File: src/rtl/lfba_pkg.sv
// Shared types and constants of the locking FIFO bus arbiter.
`timescale 1ns / 1ps

package lfba_pkg;

  localparam int ID_W      = 3;
  localparam int ADDR_W    = 32;
  localparam int LEN_W     = 9;
  localparam int MASK_W    = 8;
  localparam int BEATS_W   = 8;
  localparam int SLV_W     = 2;
  localparam int REG_NUM   = 8;
  localparam int REG_IDX_W = 3;

  typedef enum logic {
    CMD_REQUEST = 1'b0,
    CMD_TICK    = 1'b1
  } cmd_t;

  // Address range registers, begin and end of each slave in turn.
  typedef logic [REG_NUM-1:0][ADDR_W-1:0] cfg_regs_t;

  // Control shared by every cell of the order queue.
  typedef struct packed {
    logic            append;
    logic            remove;
    logic            locked;
    logic [ID_W-1:0] new_id;
    logic [ID_W-1:0] owner;
  } q_ctl_t;

  // Handed from a cell to its right-hand neighbor.
  typedef struct packed {
    logic occ;
    logic hit;
  } q_fwd_t;

  // Handed from a cell to its left-hand neighbor.
  typedef struct packed {
    logic            occ;
    logic [ID_W-1:0] id;
  } q_bwd_t;

  // Outcome of the slave address decode.
  typedef struct packed {
    logic             hit;
    logic [SLV_W-1:0] slave;
  } dec_t;

endpackage

File: src/rtl/lfba_cell.sv
// One slot of the arrival-order queue; slots form a compacting shift chain.
`timescale 1ns / 1ps

module lfba_cell (
  input  logic            clk,
  input  logic            rst_n,
  input  lfba_pkg::q_ctl_t ctl,
  input  lfba_pkg::q_fwd_t left_in,
  input  lfba_pkg::q_bwd_t right_in,
  output lfba_pkg::q_fwd_t right_out,
  output lfba_pkg::q_bwd_t left_out
);
  import lfba_pkg::*;

  logic            occ_r;
  logic            occ_nxt;
  logic [ID_W-1:0] id_r;
  logic [ID_W-1:0] id_nxt;
  logic            match;
  logic            hit_out;
  logic            shift;
  logic            place;

  // A slot at or after the removed entry takes its right neighbor's content.
  assign match   = ctl.locked && occ_r && (id_r == ctl.owner);
  assign hit_out = left_in.hit || match;
  assign shift   = ctl.remove && hit_out;
  // A new entry lands in the first empty slot.
  assign place   = ctl.append && !occ_r && left_in.occ;

  always_comb begin
    occ_nxt = occ_r;
    id_nxt  = id_r;
    if (shift) begin
      occ_nxt = right_in.occ;
      id_nxt  = right_in.id;
    end else if (place) begin
      occ_nxt = 1'b1;
      id_nxt  = ctl.new_id;
    end
  end

  always_ff @(posedge clk) begin
    if (!rst_n) begin
      occ_r <= 1'b0;
    end else begin
      occ_r <= occ_nxt;
    end
  end

  always_ff @(posedge clk) begin
    id_r <= id_nxt;
  end

  assign right_out.occ = occ_r;
  assign right_out.hit = hit_out;
  assign left_out.occ  = occ_r;
  assign left_out.id   = id_r;

endmodule

File: src/rtl/lfba_dec.sv
// Slave address decoder; the lowest matching range wins.
`timescale 1ns / 1ps

module lfba_dec #(
  parameter int NUM_SLAVES = 4
) (
  input  logic [lfba_pkg::ADDR_W-1:0] addr,
  input  lfba_pkg::cfg_regs_t         regs,
  output lfba_pkg::dec_t              dec
);
  import lfba_pkg::*;

  always_comb begin
    dec.hit   = 1'b0;
    dec.slave = '0;
    for (int s = NUM_SLAVES - 1; s >= 0; s--) begin
      if (addr >= regs[2 * s] && addr <= regs[2 * s + 1]) begin
        dec.hit   = 1'b1;
        dec.slave = SLV_W'(s);
      end
    end
  end

endmodule

File: src/rtl/locking_fifo_bus_arbiter_unit.sv
// Top level of the locking FIFO bus arbiter with slave address decode.
//
// Usage: every beat on the in_ channel is either a master request
// (in_tuser low) or one bus clock tick (in_tuser high). A request stores
// the master's burst and queues its id in arrival order; a tick either
// counts down the running burst or grants the oldest queued master, or
// only the lock owner while the bus is locked. Exactly one result beat
// leaves on the out_ channel for every input beat, in order.
// The address range registers are written through cfg_wdata, cfg_addr and
// cfg_we while the arbiter is idle, a rule the user must keep that the
// block does not enforce; they take effect on the next beat. The result
// beat is registered on acceptance, and one beat can be accepted in every
// cycle while the output register is free or being taken. The queue search
// in the cell chain, the stored burst read and the decode are combinational.
// The result sits in an output register. When the receiver stalls, the
// held result blocks the input until it is taken, so no beat is lost.
// Reset (rst_n low at a clock edge) empties the queue, clears all pending
// marks, unlocks the bus, stops any burst and zeroes the range registers.
`timescale 1ns / 1ps

module locking_fifo_bus_arbiter_unit #(
  parameter int NUM_MASTERS = 8,
  parameter int NUM_SLAVES  = 4,
  parameter int MAX_BURST   = 256
) (
  input  logic                           clk,
  input  logic                           rst_n,
  // Configuration write port.
  input  logic                           cfg_we,
  input  logic [lfba_pkg::REG_IDX_W-1:0] cfg_addr,
  input  logic [lfba_pkg::ADDR_W-1:0]    cfg_wdata,
  // Input channel.
  input  logic                           in_tvalid,
  output logic                           in_tready,
  // tdata, from bit 0: master_id[2:0], addr[34:3], burst_len[43:35],
  // byte_mask[51:44], is_read[52], lock[53], zero pad [55:54].
  input  logic [55:0]                    in_tdata,
  // tuser: cmd (0 = request, 1 = tick).
  input  logic                           in_tuser,
  // Result channel.
  output logic                           out_tvalid,
  input  logic                           out_tready,
  // tdata, from bit 0: request_rejected[0], grant_valid[1],
  // grant_master[4:2], grant_slave[6:5], grant_addr[38:7],
  // grant_len[47:39], grant_read[48], grant_mask[56:49],
  // decode_error[57], done_valid[58], done_master[61:59], zero pad [63:62].
  output logic [63:0]                    out_tdata
);
  import lfba_pkg::*;

  localparam int IDX_W = (NUM_MASTERS > 1) ? $clog2(NUM_MASTERS) : 1;

  typedef struct packed {
    logic              rejected;
    logic              grant_valid;
    logic [ID_W-1:0]   grant_master;
    logic [SLV_W-1:0]  grant_slave;
    logic [ADDR_W-1:0] grant_addr;
    logic [LEN_W-1:0]  grant_len;
    logic              grant_read;
    logic [MASK_W-1:0] grant_mask;
    logic              decode_error;
    logic              done_valid;
    logic [ID_W-1:0]   done_master;
  } res_t;

  // Input beat fields.
  cmd_t              in_cmd;
  logic [ID_W-1:0]   in_master_id;
  logic [ADDR_W-1:0] in_addr;
  logic [LEN_W-1:0]  in_burst_len;
  logic [MASK_W-1:0] in_byte_mask;
  logic              in_is_read;
  logic              in_lock;

  assign in_cmd       = cmd_t'(in_tuser);
  assign in_master_id = in_tdata[2:0];
  assign in_addr      = in_tdata[34:3];
  assign in_burst_len = in_tdata[43:35];
  assign in_byte_mask = in_tdata[51:44];
  assign in_is_read   = in_tdata[52];
  assign in_lock      = in_tdata[53];

  // Configuration and arbiter state.
  cfg_regs_t                     regs_r;
  logic [NUM_MASTERS-1:0]        pend_flag_r;
  logic [NUM_MASTERS-1:0]        pend_flag_nxt;
  logic [ADDR_W-1:0]             pend_addr_r [NUM_MASTERS];
  logic [LEN_W-1:0]              pend_len_r  [NUM_MASTERS];
  logic [MASK_W-1:0]             pend_mask_r [NUM_MASTERS];
  logic                          pend_read_r [NUM_MASTERS];
  logic                          pend_lock_r [NUM_MASTERS];
  logic                          bus_locked_r;
  logic                          bus_locked_nxt;
  logic [ID_W-1:0]               owner_r;
  logic [ID_W-1:0]               owner_nxt;
  logic [BEATS_W-1:0]            beats_left_r;
  logic [BEATS_W-1:0]            beats_left_nxt;
  logic                          running_r;
  logic                          running_nxt;
  logic                          out_valid_r;
  res_t                          res_r;
  res_t                          res_nxt;

  // Queue chain.
  q_ctl_t                        q_ctl;
  q_fwd_t                        fwd [NUM_MASTERS+1];
  q_bwd_t                        bwd [NUM_MASTERS+1];
  logic [NUM_MASTERS-1:0]        occ_vec;

  logic                          in_fire;
  logic                          is_req;
  logic                          is_tick;
  logic [IDX_W-1:0]              req_idx;
  logic                          id_bad;
  logic                          queue_full;
  logic                          queue_empty;
  logic                          req_ok;
  logic [LEN_W-1:0]              len_eff;
  logic                          grant;
  logic [ID_W-1:0]               grant_m;
  logic [IDX_W-1:0]              gm_idx;
  logic [IDX_W-1:0]              owner_idx;
  logic [BEATS_W-1:0]            grant_beats;
  logic                          run_done;
  dec_t                          dec;

  assign in_tready = !out_valid_r || out_tready;
  assign in_fire   = in_tvalid && in_tready;
  assign is_req    = in_fire && (in_cmd == CMD_REQUEST);
  assign is_tick   = in_fire && (in_cmd == CMD_TICK);

  // Request admission.
  assign req_idx     = IDX_W'(in_master_id);
  assign id_bad      = int'(in_master_id) >= NUM_MASTERS;
  assign queue_full  = bwd[NUM_MASTERS-1].occ;
  assign queue_empty = !bwd[0].occ;
  assign req_ok      = !id_bad && !pend_flag_r[req_idx] && !queue_full;

  // Zero length means one beat; anything above the maximum is clipped.
  always_comb begin
    len_eff = in_burst_len;
    if (in_burst_len == '0) begin
      len_eff = LEN_W'(1);
    end else if (int'(in_burst_len) > MAX_BURST) begin
      len_eff = LEN_W'(MAX_BURST);
    end
  end

  // Grant selection: the head of the queue, or the lock owner found by the
  // hit chain. With the bus unlocked the chain is seeded high, so the head
  // entry is always the one removed.
  assign grant       = is_tick && !running_r && !queue_empty && fwd[NUM_MASTERS].hit;
  assign grant_m     = bus_locked_r ? owner_r : bwd[0].id;
  assign gm_idx      = IDX_W'(grant_m);
  assign owner_idx   = IDX_W'(owner_r);
  assign grant_beats = BEATS_W'(pend_len_r[gm_idx] - LEN_W'(1));
  assign run_done    = is_tick && running_r && (beats_left_r <= BEATS_W'(1));

  assign q_ctl.append = is_req && req_ok;
  assign q_ctl.remove = grant;
  assign q_ctl.locked = bus_locked_r;
  assign q_ctl.new_id = in_master_id;
  assign q_ctl.owner  = owner_r;

  assign fwd[0].occ         = 1'b1;
  assign fwd[0].hit         = !bus_locked_r;
  assign bwd[NUM_MASTERS]   = '0;

  for (genvar i = 0; i < NUM_MASTERS; i++) begin : g_cell
    lfba_cell u_cell (
      .clk       (clk),
      .rst_n     (rst_n),
      .ctl       (q_ctl),
      .left_in   (fwd[i]),
      .right_in  (bwd[i+1]),
      .right_out (fwd[i+1]),
      .left_out  (bwd[i])
    );
    assign occ_vec[i] = bwd[i].occ;
  end

  lfba_dec #(
    .NUM_SLAVES (NUM_SLAVES)
  ) u_dec (
    .addr (pend_addr_r[gm_idx]),
    .regs (regs_r),
    .dec  (dec)
  );

  // Next state and the result of the accepted beat.
  always_comb begin
    pend_flag_nxt  = pend_flag_r;
    bus_locked_nxt = bus_locked_r;
    owner_nxt      = owner_r;
    beats_left_nxt = beats_left_r;
    running_nxt    = running_r;
    res_nxt        = '0;

    if (is_req) begin
      if (req_ok) begin
        pend_flag_nxt[req_idx] = 1'b1;
      end else begin
        res_nxt.rejected = 1'b1;
      end
    end else if (is_tick) begin
      if (running_r) begin
        if (beats_left_r != '0) begin
          beats_left_nxt = beats_left_r - BEATS_W'(1);
        end
        if (run_done) begin
          running_nxt               = 1'b0;
          pend_flag_nxt[owner_idx]  = 1'b0;
          res_nxt.done_valid        = 1'b1;
          res_nxt.done_master       = owner_r;
        end
      end else if (grant) begin
        bus_locked_nxt       = pend_lock_r[gm_idx];
        owner_nxt            = grant_m;
        beats_left_nxt       = grant_beats;
        res_nxt.grant_valid  = 1'b1;
        res_nxt.grant_master = grant_m;
        res_nxt.grant_slave  = dec.slave;
        res_nxt.grant_addr   = pend_addr_r[gm_idx];
        res_nxt.grant_len    = pend_len_r[gm_idx];
        res_nxt.grant_read   = pend_read_r[gm_idx];
        res_nxt.grant_mask   = pend_mask_r[gm_idx];
        res_nxt.decode_error = !dec.hit;
        // A single-beat burst completes on its grant tick.
        if (grant_beats == '0) begin
          pend_flag_nxt[gm_idx] = 1'b0;
          res_nxt.done_valid    = 1'b1;
          res_nxt.done_master   = grant_m;
        end else begin
          running_nxt = 1'b1;
        end
      end
    end
  end

  always_ff @(posedge clk) begin
    if (!rst_n) begin
      regs_r       <= '0;
      pend_flag_r  <= '0;
      bus_locked_r <= 1'b0;
      owner_r      <= '0;
      beats_left_r <= '0;
      running_r    <= 1'b0;
      out_valid_r  <= 1'b0;
    end else begin
      if (cfg_we) begin
        regs_r[cfg_addr] <= cfg_wdata;
      end
      pend_flag_r  <= pend_flag_nxt;
      bus_locked_r <= bus_locked_nxt;
      owner_r      <= owner_nxt;
      beats_left_r <= beats_left_nxt;
      running_r    <= running_nxt;
      if (in_fire) begin
        out_valid_r <= 1'b1;
      end else if (out_tready) begin
        out_valid_r <= 1'b0;
      end
    end
  end

  // Per-master burst store and the result register carry no reset.
  always_ff @(posedge clk) begin
    if (is_req && req_ok) begin
      pend_addr_r[req_idx] <= in_addr;
      pend_len_r[req_idx]  <= len_eff;
      pend_mask_r[req_idx] <= in_byte_mask;
      pend_read_r[req_idx] <= in_is_read;
      pend_lock_r[req_idx] <= in_lock;
    end
    if (in_fire) begin
      res_r <= res_nxt;
    end
  end

  assign out_tvalid = out_valid_r;
  assign out_tdata  = {2'b00,
                       res_r.done_master,
                       res_r.done_valid,
                       res_r.decode_error,
                       res_r.grant_mask,
                       res_r.grant_read,
                       res_r.grant_len,
                       res_r.grant_addr,
                       res_r.grant_slave,
                       res_r.grant_master,
                       res_r.grant_valid,
                       res_r.rejected};

`ifndef ASSERT_OFF
  // A running burst always has beats still to count.
  a_run_beats: assert property (@(posedge clk) disable iff (!rst_n)
    running_r |-> (beats_left_r != '0))
    else $error("burst running with no beats left");

  // The master owning a running burst stays pending until it completes.
  a_run_pending: assert property (@(posedge clk) disable iff (!rst_n)
    running_r |-> pend_flag_r[owner_idx])
    else $error("running burst owner not marked pending");

  // Occupied queue slots stay packed toward the head.
  a_queue_packed: assert property (@(posedge clk) disable iff (!rst_n)
    (occ_vec & (occ_vec + 1'b1)) == '0)
    else $error("order queue has a gap");

  // A rejected request never carries a grant or a completion.
  a_reject_alone: assert property (@(posedge clk) disable iff (!rst_n)
    (out_valid_r && res_r.rejected) |-> !(res_r.grant_valid || res_r.done_valid))
    else $error("rejected request reports bus activity");
`endif

endmodule

File: config.mk
export PLATFORM = sky130hd
export DESIGN_NAME = locking_fifo_bus_arbiter_unit
export DESIGN_NICKNAME = d
export VERILOG_FILES = /design/src/rtl/lfba_pkg.sv /design/src/rtl/lfba_cell.sv /design/src/rtl/lfba_dec.sv /design/src/rtl/locking_fifo_bus_arbiter_unit.sv
export SDC_FILE = /design/constraint.sdc
export NUM_CORES = 2
export LEC_CHECK = 0
export CAP_MARGIN = 10
export CORE_UTILIZATION = 55
export CTS_CLUSTER_SIZE = 12
export DETAILED_ROUTE_END_ITERATION = 8
export DONT_BUFFER_PORTS = 1
export GPL_ROUTABILITY_DRIVEN = 1
export PLACE_DENSITY = 0.72
export SYNTH_ARGS = -nofsm -noshare
export SYNTH_HDL_FRONTEND = slang
export SYNTH_SLANG_ARGS = --single-unit
export TNS_END_PERCENT = 20
File: constraint.sdc
create_clock -name clk -period 15.3 [get_ports clk]
set_clock_uncertainty 0.2 [all_clocks]
set_input_delay 0.765 -clock clk [delete_from_list [all_inputs] [get_ports clk]]
set_output_delay 0.765 -clock clk [all_outputs]
set_load 0.005 [all_outputs]
Word level (Yosys, flattened, before mapping)
Memory sizes are Yosys's and may differ from the RTL's. A register that Yosys moved wholly into a read port is not among the register bits.
Index checks and enable logic that the tools add are counted.
W data, S select, Z words.
Operators by class
  shifts and indexed selects: 0
  div/mod/pow operators: 0
  add/subtract/negate cells: 2
  mux-type cells: 69
  equality and inequality tests: 11
  multiply operators: 0
  reductions and logical operators: 105
  bitwise gates (word level): 11
  $lt $le $gt $ge: 18
Operators by type and width (number)
  $bwmux W256: 1
  $ge A32 B32 Y1: 4
  $le A32 B32 Y1: 4
  $demux W32 S3: 1
  $mux W8: 10
  $mux W61: 1
  $logic_and A1 B1 Y1: 57
  $mux W3: 19
  $mux W32: 1
  $mux W1: 27
  $eq A3 B3 Y1: 8
  $reduce_bool A2 Y1: 10
  $mux W9: 2
  $and A8 B8 Y8: 2
  $lt A3 B4 Y1 const B: 4
  $not A8 Y8: 2
  $sub A8 B1 Y8 const B: 2
  $logic_not A1 Y1: 14
  $ge A3 B1 Y1 const B: 4
  $mux W4: 3
  $demux W1 S3: 3
  $gt A9 B9 Y1 const B: 1
  $logic_not A9 Y1: 1
  $logic_or A1 B1 Y1: 9
  17 further kinds: 26
Word-level totals
  input bits: 97
  memories: 5
  bits in writable memories: 408
  bits in latches: 0
  bits in read-only memories: 0
  register bits: 371
Memory list
  pend_addr_r: words 8, width 32, rd ports 1, clocked after memory_dff 0, write ports 1, line locking_fifo_bus_arbiter_unit.sv:88  | logic [ADDR_W-1:0] pend_addr_r [NUM_MASTERS];
  pend_len_r: words 8, width 9, rd ports 1, clocked after memory_dff 0, write ports 1, line locking_fifo_bus_arbiter_unit.sv:89  | logic [LEN_W-1:0] pend_len_r [NUM_MASTERS];
  pend_mask_r: words 8, width 8, rd ports 1, clocked after memory_dff 0, write ports 1, line locking_fifo_bus_arbiter_unit.sv:90  | logic [MASK_W-1:0] pend_mask_r [NUM_MASTERS];
  pend_lock_r: words 8, width 1, rd ports 1, clocked after memory_dff 1, write ports 1, line locking_fifo_bus_arbiter_unit.sv:92  | logic pend_lock_r [NUM_MASTERS];
  pend_read_r: words 8, width 1, rd ports 1, clocked after memory_dff 0, write ports 1, line locking_fifo_bus_arbiter_unit.sv:91  | logic pend_read_r [NUM_MASTERS];

Logic depth before layout (Yosys ltp)
  depth in word-level cells: 15
  depth in mapped cells: 19
  mapped depth without buffers: 15

Modules after synthesis
A second synthesis with hierarchy kept.
Unflattened totals
  cell total of the unflattened synthesis: 3565
  area, all modules: 37089.3 sq um
By module, submodules not included
  locking_fifo_bus_arbiter_unit: seq. area each 19678.9 sq um, times used 1, cells an instance 2480, area an instance 28408.5 sq um
  lfba_dec: seq. area each 0.0 sq um, times used 1, cells an instance 885, area an instance 6428.7 sq um
  lfba_cell: seq. area each 110.1 sq um, times used 8, cells an instance 25, area an instance 281.5 sq um

Worst setup path after synthesis
OpenSTA, ideal clock, no wires.
  kind: input -> register
  from: input in_tdata[0]
  to: register pend_flag_r[6]
  cell stages on the path: 9
  data arrival time: 6.740 ns
  setup slack: 8.277 ns
  cells stage by stage: clkbuf_1 -> mux4_2 -> nor2b_1 -> a211oi_1 -> nor3b_2 -> nand2_1 -> nor3b_1 -> o21ai_0 -> a21oi_2
Between the ends
  longest elaborated chain between the ends: 7
Ends and longest elaborated chain
  start, declared: line locking_fifo_bus_arbiter_unit.sv:37  | input logic [55:0] in_tdata,
  $lt A3 B4 Y1 (implied by the code) / $ge A3 B1 Y1 (equally long branches): line locking_fifo_bus_arbiter_unit.sv:202  | pend_flag_nxt[req_idx] = 1'b1;
  $logic_and A1 B1 Y1 (implied by the code): line locking_fifo_bus_arbiter_unit.sv:202
  $mux W1 (implied by the code): line locking_fifo_bus_arbiter_unit.sv:202
  $demux W1 S3: line locking_fifo_bus_arbiter_unit.sv:202
  $or A8 B8 Y8 (no source line)
  $mux W8: line locking_fifo_bus_arbiter_unit.sv:201  | if (req_ok) begin
  $mux W8: line locking_fifo_bus_arbiter_unit.sv:200  | if (is_req) begin
  end signal, assigned: line locking_fifo_bus_arbiter_unit.sv:254  | pend_flag_r <= pend_flag_nxt;
  end, declared: line locking_fifo_bus_arbiter_unit.sv:86  | logic [NUM_MASTERS-1:0] pend_flag_r;
Several ways; a longest one is shown, not always the timed one. The select of a mux whose other input is x is not followed.
A chain may end at the register's enable or synchronous reset.

Worst setup path in the final report
  from: register owner_r[0] (netlist: owner_idx[0])
  to: register res_r, in the netlist out_tdata[57] (data pin)
RTL lines
  start, declared: line locking_fifo_bus_arbiter_unit.sv:95  | logic [ID_W-1:0] owner_r;
  start signal, assigned: line locking_fifo_bus_arbiter_unit.sv:256  | owner_r <= owner_nxt;
  $mux W3 (*): line locking_fifo_bus_arbiter_unit.sv:154  | assign grant_m = bus_locked_r ? owner_r : bwd[0].id;
  $mem_v2 Z8 W32 (*)
  named net u_dec.addr (one bit): line lfba_dec.sv:7  | input logic [lfba_pkg::ADDR_W-1:0] addr,
  $ge A32 B32 Y1 / $le A32 B32 Y1 (equally long branches): line lfba_dec.sv:17  | if (addr >= regs[2 * s] && addr <= regs[2 * s + 1]) begin
  $logic_and A1 B1 Y1: line lfba_dec.sv:17
  $mux W3 (3 in a row): line lfba_dec.sv:17
  $mux W3 (*): line lfba_dec.sv:17
  $logic_not A1 Y1 (*): line locking_fifo_bus_arbiter_unit.sv:228  | res_nxt.decode_error = !dec.hit;
  end signal, assigned: line locking_fifo_bus_arbiter_unit.sv:277  | res_r <= res_nxt;
  end, declared: line locking_fifo_bus_arbiter_unit.sv:102  | res_t res_r;
Mark *: on every way through the listed nets, which the timed path passes. The rest lies on a longest branch.

==> flow_metrics.env <==
export IMPL_fmax_mhz=154
export IMPL_grt_usage_pct=27.6
export IMPL_path_buf_inv=1
export IMPL_yosysWarnings=0
export IMPL_worstHoldPathCells=0
export IMPL_cts_buffers=84
export IMPL_synth_top_area_share_pct=39.8
export IMPL_die_area_sq_um=68300
export IMPL_area_growth_syn_to_layout_pct=9.16
export IMPL_yosysUniqueCellTypes=82
export IMPL_num_rows=94
export IMPL_power_leakage_uw=0.0140
export IMPL_fin_util_pct=61.0
export IMPL_clk_pin_slew_ns=0.06
export IMPL_gp_congestion=0.873
export IMPL_core_sq_um=66200
export IMPL_regArea_sq_um=20500
export IMPL_ys_seq_elements=780
export IMPL_drive_above_1_share_pct=6.67
export IMPL_die_h_microns=261
export IMPL_cts_tree="done"
export IMPL_grt_pass1_vias=25501
export IMPL_cpPeakStageDelay_ns=0.93
export IMPL_arrival_ns=6.64
export IMPL_cp_startpoint="owner_idx[0]"
export IMPL_violations="DRC"
export IMPL_io_pins=163
export IMPL_fillCellCount=5431
export IMPL_path_delay_family="simple AND/OR/NAND/NOR gates"
export IMPL_num_antenna_cells=0
export IMPL_die_x_microns=261
export IMPL_vias=26341
export IMPL_cts_setup_buffers=0
export IMPL_start_kind="register"
export IMPL_holdCritPathClass="primary input to register"
export IMPL_drv_cap=0
export IMPL_status="complete, but fails checks"
export IMPL_routed_wl_mm=94.0
export IMPL_crit_path_cell_trace="mux2_8 -> buf_4 -> nand2_1 -> nand3_1 -> and4_1 -> ha_1 -> nand3_1 -> nor3_1 -> nand4_1 -> a221oi_1 -> a211o_1 -> nor4b_1 -> o2bb2ai_1 -> nand2_1 -> nor4b_1"
export IMPL_fin_crit_ns=6.48
export IMPL_synth_cell_area_sq_um=37000
export IMPL_rsz0062_at_grt="false"
export IMPL_dp_hpwl_mm=55.6
export IMPL_cp_depth=15
export IMPL_synthTopCellsByArea="edfxtp_1, dfxtp_1, nand2_1, ha_1, a21oi_1"
export IMPL_grt_pass1_wl_mm=144
export IMPL_synth_top_cells_by_count="nand2_1, edfxtp_1, dfxtp_1, a21oi_1, inv_1"
export IMPL_start_util_pct=55.9
export IMPL_critPathMaxFanout=127
export IMPL_ant_nets=0
export IMPL_ys_flop_type="edfxtp_1"
export IMPL_syn_area_per_cell_sq_um=10.1
export IMPL_ys_seq_area_share_pct=55.5
export IMPL_worstRegToRegCells=15
export IMPL_nNetsFinal=3968
export IMPL_p_per_area_nw_per_um2=118
export IMPL_viasPerCell=5.81
export IMPL_critPathCaptureType="register"
export IMPL_cts_num_sinks=780
export IMPL_reg2reg_slack_ns=8.82
export IMPL_htreeDepth=3
export IMPL_overflow=0
export IMPL_tightest_slew_ns=1.09
export IMPL_slew_headroom_pct=27.2
export IMPL_maxSlewViolCount=0
export IMPL_cts_max_path_buffers=3
export IMPL_dr_pass1_iters=7
export IMPL_first_iter_violations=2339
export IMPL_routedWlPerCell_microns=20.7
export IMPL_finalSetupViolCount=0
export IMPL_clkLatencyLatePin_ns=0.64
export IMPL_crit_type="register to register"
export IMPL_setup_tns_ns=0
export IMPL_antenna_found_initial=1
export IMPL_rr_startpoint="owner_idx[0]"
export IMPL_grt_max_degree=207
export IMPL_drc_errors=4
export IMPL_cts_root_buf="clkbuf_16"
export IMPL_port_buffer_count=0
export IMPL_cp_endpoint="out_tdata[57]"
export IMPL_syn_inst=3679
export IMPL_multiInputGateArea_sq_um=14700
export IMPL_required_ns=15.46
export IMPL_synth_edff_count=491
export IMPL_yosysMostFrequentCell="nand2_1"
export IMPL_fin_crit_sh_pct=42.4
export IMPL_cpMaxStageDelayCell="dfxtp_1"
export IMPL_r2r_end="out_tdata[57]"
export IMPL_min_from="in_tdata[44]"
export IMPL_async_flop_share_pct=0
export IMPL_synth_largest_area_cell="edfxtp_1"
export IMPL_finalHoldViolCount=0
export IMPL_peakVddDrop_mv=0.109
[worst reg2reg max path, cell delays in order (launching register included)]
cell and delay (ns):
dfxtp_1 0.93, mux2_8 0.82, buf_4 0.88, nand2_1 0.14, nand3_1 0.11, and4_1 0.70
ha_1 0.27, nand3_1 0.10, nor3_1 0.39, nand4_1 0.27, a221oi_1 0.41, a211o_1 0.17
nor4b_1 0.08, o2bb2ai_1 0.16, nand2_1 0.13, nor4b_1 0.47
[state kept, by name, indices dropped and copies added, names as in the netlist]
signal	count
pend_lock_r	8
pend_read_r	8
bus_locked_r	1
regs_r	256
g_cell.u_cell.occ_r	8
pend_len_r	72
pend_addr_r	256
beats_left_r	8
out_tdata	62
running_r	1
out_tvalid	1
owner_idx	3
pend_mask_r	64
g_cell.u_cell.id_r	24
pend_flag_r	8
[final cells by class]
type,count,area share (%)
sequential,780,50.8
inverter,269,2.51
multi-input combinational,2426,36.4
timing repair buffer,50,1.00
tap,864,2.68
clock buffer,123,6.05
clock inverter,25,0.514
[report_power, final]
| group | switching, uW | internal, uW | leakage [uW] |
|---|---|---|---|
| Combinational | 328 | 188 | 0.00589 |
| Sequential | 21.8 | 2280 | 0.00683 |
| Clock | 824 | 1140 | 0.00131 |
[repair_timing]
| action | CTS | global route |
|---|---|---|
| hold endpoints to repair | 15 | 0 |
| gates resized for setup | 0 | 0 |
| hold buffers | 7 | 0 |
[logic make-up after synthesis]
logic type	count (synthesis)	synth area share, %
AND/OR/NAND/NOR	1451	17.6
buffers and inverters	474	5.14
adder cells (fa/ha/maj)	260	8.79
flip-flops	780	55.5
other	1	0.0101
XOR/XNOR	28	0.683
AO/OA/AOI/OAI	652	11.3
multiplexers	33	1.05
[per-stage QoR]
step           area, sq um  worst slack (ns)  instances  hold WS (ns)  total power, uW
5_1_grt              40400              8.51       4537        0.0121             4940
3_5_place_dp         37700              8.85       4382         0.246             2850
2_1_floorplan        37000              8.28       3680         0.236             2710
3_3_place_gp         37700              8.82       4382         0.241             2840
4_1_cts              40400              8.83       4537     0.0000437             4790
6_report             40400              8.82       4537        0.0208             4780
[routing by layer]
layer  vias to the layer above  wire (microns)  global-route usage, %  part of all wire [%]
met5                         -               0                      0                     0
met4                         0            2660                   9.85                   2.8
met3                       168            7190                   4.52                   7.6
met2                       904           43600                   44.6                    46
met1                     12691           40500                   37.6                    43
li1                      12578               -                      -                     -
[placed cells by master (no fill, tap or decap), types with 6 or more instances in the layout]
cell           netlist  layout
a211oi_1            15      15
a21boi_0           130     130
a21o_1              68      68
a21oi_1            275     275
a21oi_2              9       9
a221oi_1             6       6
and2_1              34      34
and4_1              40      40
buf_4                6      42
clkbuf_1           131      24
clkbuf_16            0      88
clkbuf_8             0      11
clkinv_1             1       8
clkinv_2             0      12
dfxtp_1            289     289
dlygate4sd3_1        0       7
edfxtp_1           491     491
ha_1               260     260
inv_1              267     265
mux2_2              21      21
mux2i_1              8       8
nand2_1            960     960
nand2b_1            14      14
nand3_1            147     147
nand4_1             48      48
nor2_1              85      77
nor2_2               1       7
nor2b_1             31      31
nor3_1              34      30
nor3_2               2       6
nor4_1              18      17
nor4_4               7       7
o211ai_1            11      11
o21a_1              11      11
o21ai_0             63      62
o22ai_1             17      15
xnor2_1             10      10
xor2_1              17      17
[worst min-delay path by stage]
stage,slack (ns),end
after floorplan,0.24,regs_r[100]
after global placement,0.24,regs_r[95]
after detailed placement,0.25,regs_r[95]
after CTS,0.00004,pend_mask_r[0][6]
after global routing,0.01,pend_mask_r[6][7]
final,0.02,pend_mask_r[4][0]
Note: power is estimated with default switching activity, not from simulation.
